File: src/hdl/sqt_pkg.sv
// shared constants, types and symbol lookup for the radix text converter
package sqt_pkg;

    // field and storage sizes
    localparam int VALUE_W    = 32;
    localparam int SYM_W      = 8;
    localparam int NUM_SYMS   = 16;
    localparam int SYMS_W     = SYM_W * NUM_SYMS;
    localparam int DIGIT_W    = 4;
    localparam int MAX_DIGITS = 32;
    localparam int STACK_W    = DIGIT_W * MAX_DIGITS;
    localparam int RADIX_W    = 5;
    localparam int CFG_W      = 64;
    localparam int CFG_IDX_W  = 2;
    localparam int CNT_W      = 6;
    localparam int MAX_RADIX  = 16;

    // register indexes on the configuration port
    localparam logic [CFG_IDX_W-1:0] REG_SYMBOLS_LOW  = 2'd0;
    localparam logic [CFG_IDX_W-1:0] REG_SYMBOLS_HIGH = 2'd1;
    localparam logic [CFG_IDX_W-1:0] REG_RADIX        = 2'd2;

    // reserved characters
    localparam logic [SYM_W-1:0] CHAR_PLUS  = 8'h2B;
    localparam logic [SYM_W-1:0] CHAR_MINUS = 8'h2D;

    typedef logic [SYM_W-1:0]   sym_t;
    typedef logic [DIGIT_W-1:0] digit_t;
    typedef logic [RADIX_W-1:0] radix_t;

    // symbol idx of the packed alphabet
    function automatic sym_t sym_at(input logic [SYMS_W-1:0] syms, input digit_t idx);
        sym_at = syms[idx*SYM_W +: SYM_W];
    endfunction

endpackage

File: src/hdl/sqt_alpha.sv
// alphabet check: radix range, reserved characters and duplicate symbols
module sqt_alpha
    import sqt_pkg::*;
(
    input  logic [SYMS_W-1:0] syms,
    input  radix_t            radix,
    output logic              alpha_ok
);

    logic bad_sym;
    logic dup_sym;
    logic radix_ok;

    // range of the symbol count
    assign radix_ok = (radix >= RADIX_W'(2)) && (radix <= RADIX_W'(MAX_RADIX));

    // reserved characters among the used symbols
    always_comb
    begin
        bad_sym = 1'b0;
        for (int i = 0; i < NUM_SYMS; i++)
        begin
            if ((RADIX_W'(i) < radix) &&
                ((sym_at(syms, DIGIT_W'(i)) == CHAR_PLUS) ||
                 (sym_at(syms, DIGIT_W'(i)) == CHAR_MINUS)))
            begin
                bad_sym = 1'b1;
            end
        end
    end

    // pairwise compare of the used symbols
    always_comb
    begin
        dup_sym = 1'b0;
        for (int i = 0; i < NUM_SYMS; i++)
        begin
            for (int j = i + 1; j < NUM_SYMS; j++)
            begin
                if ((RADIX_W'(j) < radix) &&
                    (sym_at(syms, DIGIT_W'(i)) == sym_at(syms, DIGIT_W'(j))))
                begin
                    dup_sym = 1'b1;
                end
            end
        end
    end

    assign alpha_ok = radix_ok && !bad_sym && !dup_sym;

endmodule

File: src/hdl/sqt_divstep.sv
// shared divide unit: eight restoring steps of a byte by the radix
module sqt_divstep
    import sqt_pkg::*;
(
    input  digit_t       rem_in,
    input  logic [7:0]   byte_in,
    input  radix_t       base,
    output logic [7:0]   quot,
    output digit_t       rem_out
);

    logic [RADIX_W-1:0] r;
    logic [RADIX_W-1:0] t;

    // long division, one quotient bit per step, msb first
    always_comb
    begin
        r    = {1'b0, rem_in};
        t    = '0;
        quot = '0;
        for (int b = 7; b >= 0; b--)
        begin
            t = {r[DIGIT_W-1:0], byte_in[b]};
            if (t >= base)
            begin
                r       = t - base;
                quot[b] = 1'b1;
            end
            else
            begin
                r = t;
            end
        end
        rem_out = r[DIGIT_W-1:0];
    end

endmodule

File: src/hdl/signed_int_to_radix_text.sv
// signed 32-bit value to text in a configured radix, one character per word
// operation: a value is taken in idle, each digit takes one pass through the shared divide
// unit per byte of the quotient, then the characters go one at a time into the output register
// as the output slot frees; the block takes no new value until the last character of the
// current one is loaded
// reset: asynchronous active low, clears control and config registers (invalid alphabet)
module signed_int_to_radix_text
    import sqt_pkg::*;
(
    input  logic                 clk,
    input  logic                 rst_n,
    input  logic                 cfg_write,
    input  logic [CFG_IDX_W-1:0] cfg_index,
    input  logic [CFG_W-1:0]     cfg_data,
    input  logic                 in_valid,
    output logic                 in_ready,
    input  logic signed [VALUE_W-1:0] value,
    output logic                 out_valid,
    input  logic                 out_ready,
    output logic [SYM_W-1:0]     out_char,
    output logic                 last
);

    localparam logic [1:0] ST_IDLE = 2'd0;
    localparam logic [1:0] ST_DIV  = 2'd1;
    localparam logic [1:0] ST_EMIT = 2'd2;

    logic [CFG_W-1:0]   sym_low_reg;
    logic [CFG_W-1:0]   sym_high_reg;
    radix_t             radix_reg;
    logic [SYMS_W-1:0]  syms;
    logic               alpha_ok;

    logic [1:0]         state_reg, state_next;
    logic [VALUE_W-1:0] mag_reg, mag_next;
    digit_t             rem_reg, rem_next;
    logic [1:0]         byte_cnt_reg, byte_cnt_next;
    logic [CNT_W-1:0]   nd_reg, nd_next;
    logic [STACK_W-1:0] stack_reg, stack_next;
    logic               minus_reg, minus_next;
    radix_t             base_reg, base_next;

    logic               out_valid_reg, out_valid_next;
    sym_t               out_char_reg, out_char_next;
    logic               last_reg, last_next;

    logic [7:0]         quot;
    digit_t             div_rem;
    logic [VALUE_W-1:0] quot_full;
    logic               slot_free;
    logic [VALUE_W-1:0] raw;

    // configuration registers
    always_ff @(posedge clk or negedge rst_n)
    begin
        if (!rst_n)
        begin
            sym_low_reg  <= '0;
            sym_high_reg <= '0;
            radix_reg    <= '0;
        end
        else if (cfg_write)
        begin
            case (cfg_index)
                REG_SYMBOLS_LOW:  sym_low_reg  <= cfg_data;
                REG_SYMBOLS_HIGH: sym_high_reg <= cfg_data;
                REG_RADIX:        radix_reg    <= cfg_data[RADIX_W-1:0];
                default:          ;
            endcase
        end
    end

    assign syms = {sym_high_reg, sym_low_reg};

    sqt_alpha u_alpha
    (
        .syms     (syms),
        .radix    (radix_reg),
        .alpha_ok (alpha_ok)
    );

    sqt_divstep u_divstep
    (
        .rem_in  (rem_reg),
        .byte_in (mag_reg[VALUE_W-1 -: 8]),
        .base    (base_reg),
        .quot    (quot),
        .rem_out (div_rem)
    );

    assign quot_full = {mag_reg[VALUE_W-9:0], quot};
    assign slot_free = !out_valid_reg || out_ready;
    assign raw       = $unsigned(value);

    // sequencer: divide passes, then characters from the digit stack
    always_comb
    begin
        state_next     = state_reg;
        mag_next       = mag_reg;
        rem_next       = rem_reg;
        byte_cnt_next  = byte_cnt_reg;
        nd_next        = nd_reg;
        stack_next     = stack_reg;
        minus_next     = minus_reg;
        base_next      = base_reg;
        out_valid_next = out_valid_reg && !out_ready;
        out_char_next  = out_char_reg;
        last_next      = last_reg;
        case (state_reg)
            ST_IDLE:
            begin
                if (in_valid && alpha_ok)
                begin
                    minus_next    = raw[VALUE_W-1];
                    mag_next      = raw[VALUE_W-1] ? (VALUE_W'(0) - raw) : raw;
                    base_next     = radix_reg;
                    rem_next      = '0;
                    byte_cnt_next = '0;
                    nd_next       = '0;
                    state_next    = ST_DIV;
                end
            end
            ST_DIV:
            begin
                mag_next      = quot_full;
                rem_next      = div_rem;
                byte_cnt_next = byte_cnt_reg + 2'd1;
                // a full quotient yields one digit
                if (byte_cnt_reg == 2'd3)
                begin
                    stack_next = {div_rem, stack_reg[STACK_W-1:DIGIT_W]};
                    nd_next    = nd_reg + CNT_W'(1);
                    rem_next   = '0;
                    if ((quot_full == '0) || (nd_reg == CNT_W'(MAX_DIGITS - 1)))
                    begin
                        state_next = ST_EMIT;
                    end
                end
            end
            ST_EMIT:
            begin
                if (slot_free)
                begin
                    out_valid_next = 1'b1;
                    if (minus_reg)
                    begin
                        out_char_next = CHAR_MINUS;
                        last_next     = 1'b0;
                        minus_next    = 1'b0;
                    end
                    else
                    begin
                        out_char_next = sym_at(syms, stack_reg[STACK_W-1 -: DIGIT_W]);
                        last_next     = (nd_reg == CNT_W'(1));
                        stack_next    = {stack_reg[STACK_W-DIGIT_W-1:0], {DIGIT_W{1'b0}}};
                        nd_next       = nd_reg - CNT_W'(1);
                        if (nd_reg == CNT_W'(1))
                        begin
                            state_next = ST_IDLE;
                        end
                    end
                end
            end
            default:
            begin
                state_next = ST_IDLE;
            end
        endcase
    end

    // control registers
    always_ff @(posedge clk or negedge rst_n)
    begin
        if (!rst_n)
        begin
            state_reg     <= ST_IDLE;
            byte_cnt_reg  <= '0;
            nd_reg        <= '0;
            minus_reg     <= 1'b0;
            out_valid_reg <= 1'b0;
        end
        else
        begin
            state_reg     <= state_next;
            byte_cnt_reg  <= byte_cnt_next;
            nd_reg        <= nd_next;
            minus_reg     <= minus_next;
            out_valid_reg <= out_valid_next;
        end
    end

    // datapath registers
    always_ff @(posedge clk)
    begin
        mag_reg      <= mag_next;
        rem_reg      <= rem_next;
        stack_reg    <= stack_next;
        base_reg     <= base_next;
        out_char_reg <= out_char_next;
        last_reg     <= last_next;
    end

    assign in_ready  = (state_reg == ST_IDLE);
    assign out_valid = out_valid_reg;
    assign out_char  = out_char_reg;
    assign last      = last_reg;

    // running remainder stays below the radix
    assert property (@(posedge clk) disable iff (!rst_n)
        (state_reg == ST_DIV) |-> ({1'b0, rem_reg} < base_reg))
        else $error("remainder not below radix");

    // emitting only with digits left on the stack
    assert property (@(posedge clk) disable iff (!rst_n)
        (state_reg == ST_EMIT) |-> (nd_reg != '0))
        else $error("emit with empty digit stack");

    // digit count bounded
    assert property (@(posedge clk) disable iff (!rst_n)
        nd_reg <= CNT_W'(MAX_DIGITS))
        else $error("digit count overflow");

    // a final character is loaded together with the return to idle
    assert property (@(posedge clk) disable iff (!rst_n)
        (out_valid_reg && last_reg && !$stable(out_char_reg)) |-> (state_reg == ST_IDLE))
        else $error("last character loaded while still busy");

    // the minus sign goes out before any digit
    assert property (@(posedge clk) disable iff (!rst_n)
        (state_reg == ST_EMIT && minus_reg && slot_free) |=> (out_char_reg == CHAR_MINUS))
        else $error("minus sign not first");

endmodule

File: config.mk
export PLATFORM = sky130hd
export DESIGN_NAME = signed_int_to_radix_text
export DESIGN_NICKNAME = d
export VERILOG_FILES = /design/src/hdl/sqt_pkg.sv /design/src/hdl/sqt_alpha.sv /design/src/hdl/sqt_divstep.sv /design/src/hdl/signed_int_to_radix_text.sv
export SDC_FILE = /design/constraint.sdc
export NUM_CORES = 1
export LEC_CHECK = 0
export BUFFER_PORTS_ARGS = -buffer_cell sky130_fd_sc_hd__buf_2
export CORE_MARGIN = 10
export CORE_UTILIZATION = 35
export DETAILED_ROUTE_END_ITERATION = 8
export GPL_ROUTABILITY_DRIVEN = 0
export PLACE_DENSITY = 0.5
export SLEW_MARGIN = 30
export SYNTH_ARGS = -nofsm -noshare
export SYNTH_HDL_FRONTEND = slang
export SYNTH_HIERARCHICAL = 1
export SYNTH_SLANG_ARGS = --single-unit
File: constraint.sdc
create_clock -name clk -period 11.6 [get_ports clk]
set_input_delay 0 -clock clk [delete_from_list [all_inputs] [get_ports clk]]
set_output_delay 0 -clock clk [all_outputs]
set_load 0.1 [all_outputs]
; ---- Word-level counts from Yosys, hierarchy flattened
; Cells that the tools add are included.
[word_totals]
regBits = 323
input_bits = 103
out_inout_bits = 11
word_cells = 579
[op_classes]
add_sub_neg = 12
n_lt_le_gt_ge = 26
eq_ne = 165
shifts = 1
muxes = 181
reduce_logical = 180
[op_table]
columns = cell, count
row1 = == test 8 bit, 120
row2 = two-way mux 128 bit, 3
row3 = "== test 8 x 6 -> 1 bit, second input constant", 32
row4 = case mux 128 bit (2 select lines), 1
row5 = two-way mux 1 bit, 148
row6 = logical AND 1 bit, 141
row7 = indexed part select 128 x 8 -> 8 bit, 1
row8 = two-way mux 32 bit, 2
row9 = case mux 32 bit (2 select lines), 1
row10 = greater-or-equal comparator 5 bit, 8
row11 = "less-than comparator 4 x 5 -> 1 bit, first input constant", 8
row12 = two-way mux 4 bit, 10
row13 = logical NOT 32 bit, 1
row14 = "subtractor 1 x 32 -> 32 bit, first input constant", 1
row15 = subtractor 4 bit, 8
row16 = two-way mux 6 bit, 4
row17 = "less-than comparator 3 x 5 -> 1 bit, first input constant", 4
row18 = logical OR 1 bit, 18
row19 = case mux 6 bit (3 select lines), 1
row20 = two-way mux 2 bit, 7
row21 = AND reduction 2 bit, 6
row22 = "less-than comparator 1 x 5 -> 1 bit, first input constant", 2
row23 = "less-than comparator 2 x 5 -> 1 bit, first input constant", 2
row24 = "!= test 2 bit, second input constant", 5
row25 = other kinds (22), 31

; ---- Logic depth before layout (Yosys ltp)
[depth]
word_depth = 127
ltp_mapped = 58
ltp_nobuf = 58

; ---- Hierarchy
; The synthesis kept the hierarchy.
[modules_own_cells]
columns = mod, instances, cells_each, area_per_inst_um2
row1 = signed_int_to_radix_text, 1, 948, 14754.2
row2 = sqt_alpha, 1, 1694, 12379.4
row3 = sqt_divstep, 1, 214, 1712.9

; ---- Worst setup path before layout
; OpenSTA, ideal clock, no wires.
[synth_timing]
path_kind = register -> register
start = reg base_reg[1]
end = reg state_reg[0]
setup_time_ns = 0.126
arrival_time_ns = 10.675
t_required_ns = 11.474
slack_ns = 0.799
path_stages_with_launch = 55
path_buffers = 0
synth_period_minus_slack_ns = 10.801
cell_sequence = edfxtp_1 inv_1 ha_1 a31oi_1 o21ai_2 mux2_4 ha_1 a21o_1 a31oi_1 o21ai_2 nand2_1 o21ai_0 inv_1 ha_1 a21o_1 a31oi_1 o21ai_2 mux2i_1 [19 not listed] mux2_2 inv_1 ha_1 a31oi_1 o21ai_1 mux2i_1 ha_1 a21oi_1 nand2_1 a31o_2 a21o_1 a21oi_2 inv_1 nor4_1 nand4_1 or2_2 a31oi_1 mux2_2
[synth_between]
elab_cells_between_ends = 34
classes_between = add/sub: 7 / order compare: 8 / eq/ne: 1 / mux: 15 / reduce/logical: 3
[synth_lines]
columns = item, line_no
row1 = start: declaration, signed_int_to_radix_text.sv:41  ; radix_t base_reg, base_next;
row2 = start signal: assignment, signed_int_to_radix_text.sv:198  ; base_reg <= base_next;
row3 = greater-or-equal comparator 5 bit, sqt_divstep.sv:24  ; if (t >= base)
row4 = two-way mux 1 bit, sqt_divstep.sv:24
row5 = net quot[7], signed_int_to_radix_text.sv:47  ; logic [7:0] quot;
row6 = logical NOT 32 bit, signed_int_to_radix_text.sv:134  ; if ((quot_full == '0) || (nd_reg == CNT_W'(MAX_DIGITS - 1)))
row7 = logical OR 1 bit, signed_int_to_radix_text.sv:134
row8 = != test 2 bit (no line), n/a
row9 = AND reduction 6 bit (no line), n/a
row10 = end signal: assignment, signed_int_to_radix_text.sv:184  ; state_reg <= state_next;
row11 = end: declaration, signed_int_to_radix_text.sv:34  ; logic [1:0] state_reg, state_next;
; The timed path passes the listed nets, and every way through them passes these cells.
; A chain may end at the register's enable or synchronous reset.

; ---- Final worst setup path
[layout_timing]
start = reg rem_reg[1]
end = reg state_reg[0]
[layout_between]
elab_cells_between_ends = 34
classes_between = add/sub: 7 / order compare: 8 / eq/ne: 1 / mux: 15 / reduce/logical: 3
[layout_lines]
columns = item, line_no
row1 = start: declaration, signed_int_to_radix_text.sv:36  ; digit_t rem_reg, rem_next;
row2 = start signal: assignment, signed_int_to_radix_text.sv:196  ; rem_reg <= rem_next;
row3 = greater-or-equal comparator 5 bit, sqt_divstep.sv:24
row4 = two-way mux 1 bit, sqt_divstep.sv:24
row5 = net quot[7], signed_int_to_radix_text.sv:47
row6 = logical NOT 32 bit, signed_int_to_radix_text.sv:134
row7 = logical OR 1 bit, signed_int_to_radix_text.sv:134
row8 = != test 2 bit (no line), n/a
row9 = AND reduction 6 bit (no line), n/a
; The timed path passes the listed nets, and every way through them passes these cells.

==> qor.txt <==
Delay of the slowest critical-path stage - 0.40 ns
Reg area - 0.00898 mm2
Max-cap check violation count - 0
Die Wd - 307 um
Post-Synthesis Net Count - 3,016
FFs w/ async S/R, synth - 0.449
Post-Syn Area - 0.0288 mm2
Final ANT Viol Nets - 0
Post-synth EDFFs - 178
Hpwl dp - 70,400 um
CTS HTree Levels - 2
Most common library cell in the layout ignoring fill and taps - xor2_1
Area of the multi-input gates - 0.0186 mm2
1st-iter DRT viols - 2,935
Cts bufs inserted - 40
Crit-path leading delay family - compound AO/OA/AOI/OAI gates
Sequential fraction of the synthesis area - 0.311
Largest net degree at the start of global routing - 80
GRT Util Overall - 0.229
First-pass GRT wire length - 164,000 um
Core area - 0.0818 mm2
Pre-CTS WS - -0.0643 ns
Vias in the first global route - 24,200
Worst Hold Class - input port to asynchronous set/reset pin
Area growth syn-to-layout - 15.0%
FF-to-FF End - state_reg[0]
Placed cell area - 0.0306 mm2
Placed Instances - 3,869
Total number of vias - 24,000
Final wirelength - 112,000 um
R2r startpoint - rem_reg[1]
Worst-Skew Late Latency - 0.59 ns
IO Pins - 114
Share of layout cells above drive strength 1 - 0.235
GRT overflow - 0
Synthesized instance count - 2,856
Final period util - 0.953
Max stage delay cell, worst path - edfxtp_1
Final Skew - 0.0187 ns
FF+latch count, synth - 323
Fin. max-slew vios - 0
Initial Utilization - 0.352
Fmax - 90.4 MHz
Longest Clk Path Bufs - 3
Worst setup SP type - flip-flop
Worst path bufs/invs - 7
CTS Sinks - 323
Worst-margin pin slew - 1.01 ns
Die Height - 307 um
Initial antenna violation count - 2
Max FFs per register - 128
Post-route design area - 0.0332 mm2
Critical path capture point type - flip-flop
R2R Setup Slk - 0.54 ns
Most frequent cells in the layout - xor2_1, xnor2_1, mux2_2
Fin crit period - 11.06 ns
Worst r2r path cells - 54
# fillers - 7,809
Final Worst Setup Slack - 0.543 ns
Slew headroom - 0.320
Syn_area_per_cell - 10.1 um2
Yosys cell types - 78
Worst-path fanout max - 10
Final hold viol count - 0
Worst Hold Slack - 0.0322 ns
CP arrival - 11.52 ns
TritonCTS clock tree - built
Drt drc - 0
Top FF cell, synth - edfxtp_1
Root Driver - clkbuf_16
Endpoints failing setup - 0
Vias per cell - 5.91
Clk slew on worst S/H paths - 0.06 ns
Syn. warnings - 6
Layout net count - 3,116
Die area - 0.0943 mm2
Port Buf Inserts - 113
Fin cells - 4,059
DRT Pass-1 Iters - 5
Kind of critical path - flip-flop to flip-flop
Worst Path Required - 12.07 ns
Wirelength per Cell - 27.7 um
Core Rows - 105
Status - finished clean
## final cells by class
cell class | count | share of cell area
multi-input combinational | 2174 | 0.561
sequential | 323 | 0.271
timing repair buffer | 376 | 0.0847
tap | 1070 | 0.0404
clock buffer | 49 | 0.0315
clock inverter | 24 | 0.00709
inverter | 41 | 0.00475
antenna | 2 | 0.000151
## cells in the mapped netlist, drive strengths merged (11+ instances only)
cell,n,share of area
mux2,277,0.11
edfxtp,178,0.19
o22ai,21,0.0046
nor3,32,0.0056
nor4,143,0.032
nand3,40,0.0069
nand4,140,0.031
nand4b,12,0.0036
nor2b,11,0.0024
xor2,527,0.16
o31ai,12,0.0031
xnor2,496,0.15
a21oi,31,0.0055
a22oi,14,0.0036
dfrtp,145,0.13
inv,41,0.0053
a21o,16,0.0042
mux2i,27,0.0095
mux4,32,0.025
o21ai,56,0.011
clkbuf,215,0.028
ha,49,0.021
nor2,27,0.0035
nand2,90,0.012
buf,103,0.016
a31oi,12,0.0026
## worst max path at each step
stage	slack [ns]	cells past startpoint	startpoint	endpoint
after floorplan	0.80	54	base_reg[1]	state_reg[0]
after global placement	0.36	53	rem_reg[1]	state_reg[0]
after detailed placement	-0.06	55	rem_reg[1]	state_reg[0]
after CTS	0.05	55	rem_reg[1]	state_reg[0]
after global routing	-0.06	55	mag_reg[31]	state_reg[0]
final	0.54	54	rem_reg[1]	state_reg[0]
## routing by layer
layer  vias up  routed length [um]  track usage
met5         -                  11            0
met4         2                6510        0.115
met3       405               11300       0.0517
met2      1527               48400        0.352
met1     11800               46200        0.299
li1      10200                   -            -
## timing repair
action                                 4_1_cts  5_1_grt
setup buffers                                2        9
gates resized for setup                      1       20
setup endpoints to repair                    1        9
pin swaps                                    1        6
endpoints found under the hold margin      247        0
hold buffers                               104        0
## metrics by stage
step                       util  TNS, ns
after floorplan               -        0
final                     0.405        0
after detailed placement  0.374  -0.0643
after global routing      0.405  -0.0630
after CTS                 0.403        0
after global placement    0.374        0
## logic make-up after synthesis
group | synth area share
flip-flops | 0.311
AND/OR/NAND/NOR | 0.111
buffers and inverters | 0.0491
adder cells (fa/ha/maj) | 0.0268
multiplexers | 0.143
AO/OA/AOI/OAI | 0.0486
XOR/XNOR | 0.311
Power is not shown: default switching activity piles up to over one toggle a cycle in this logic, so the estimate is an artifact.
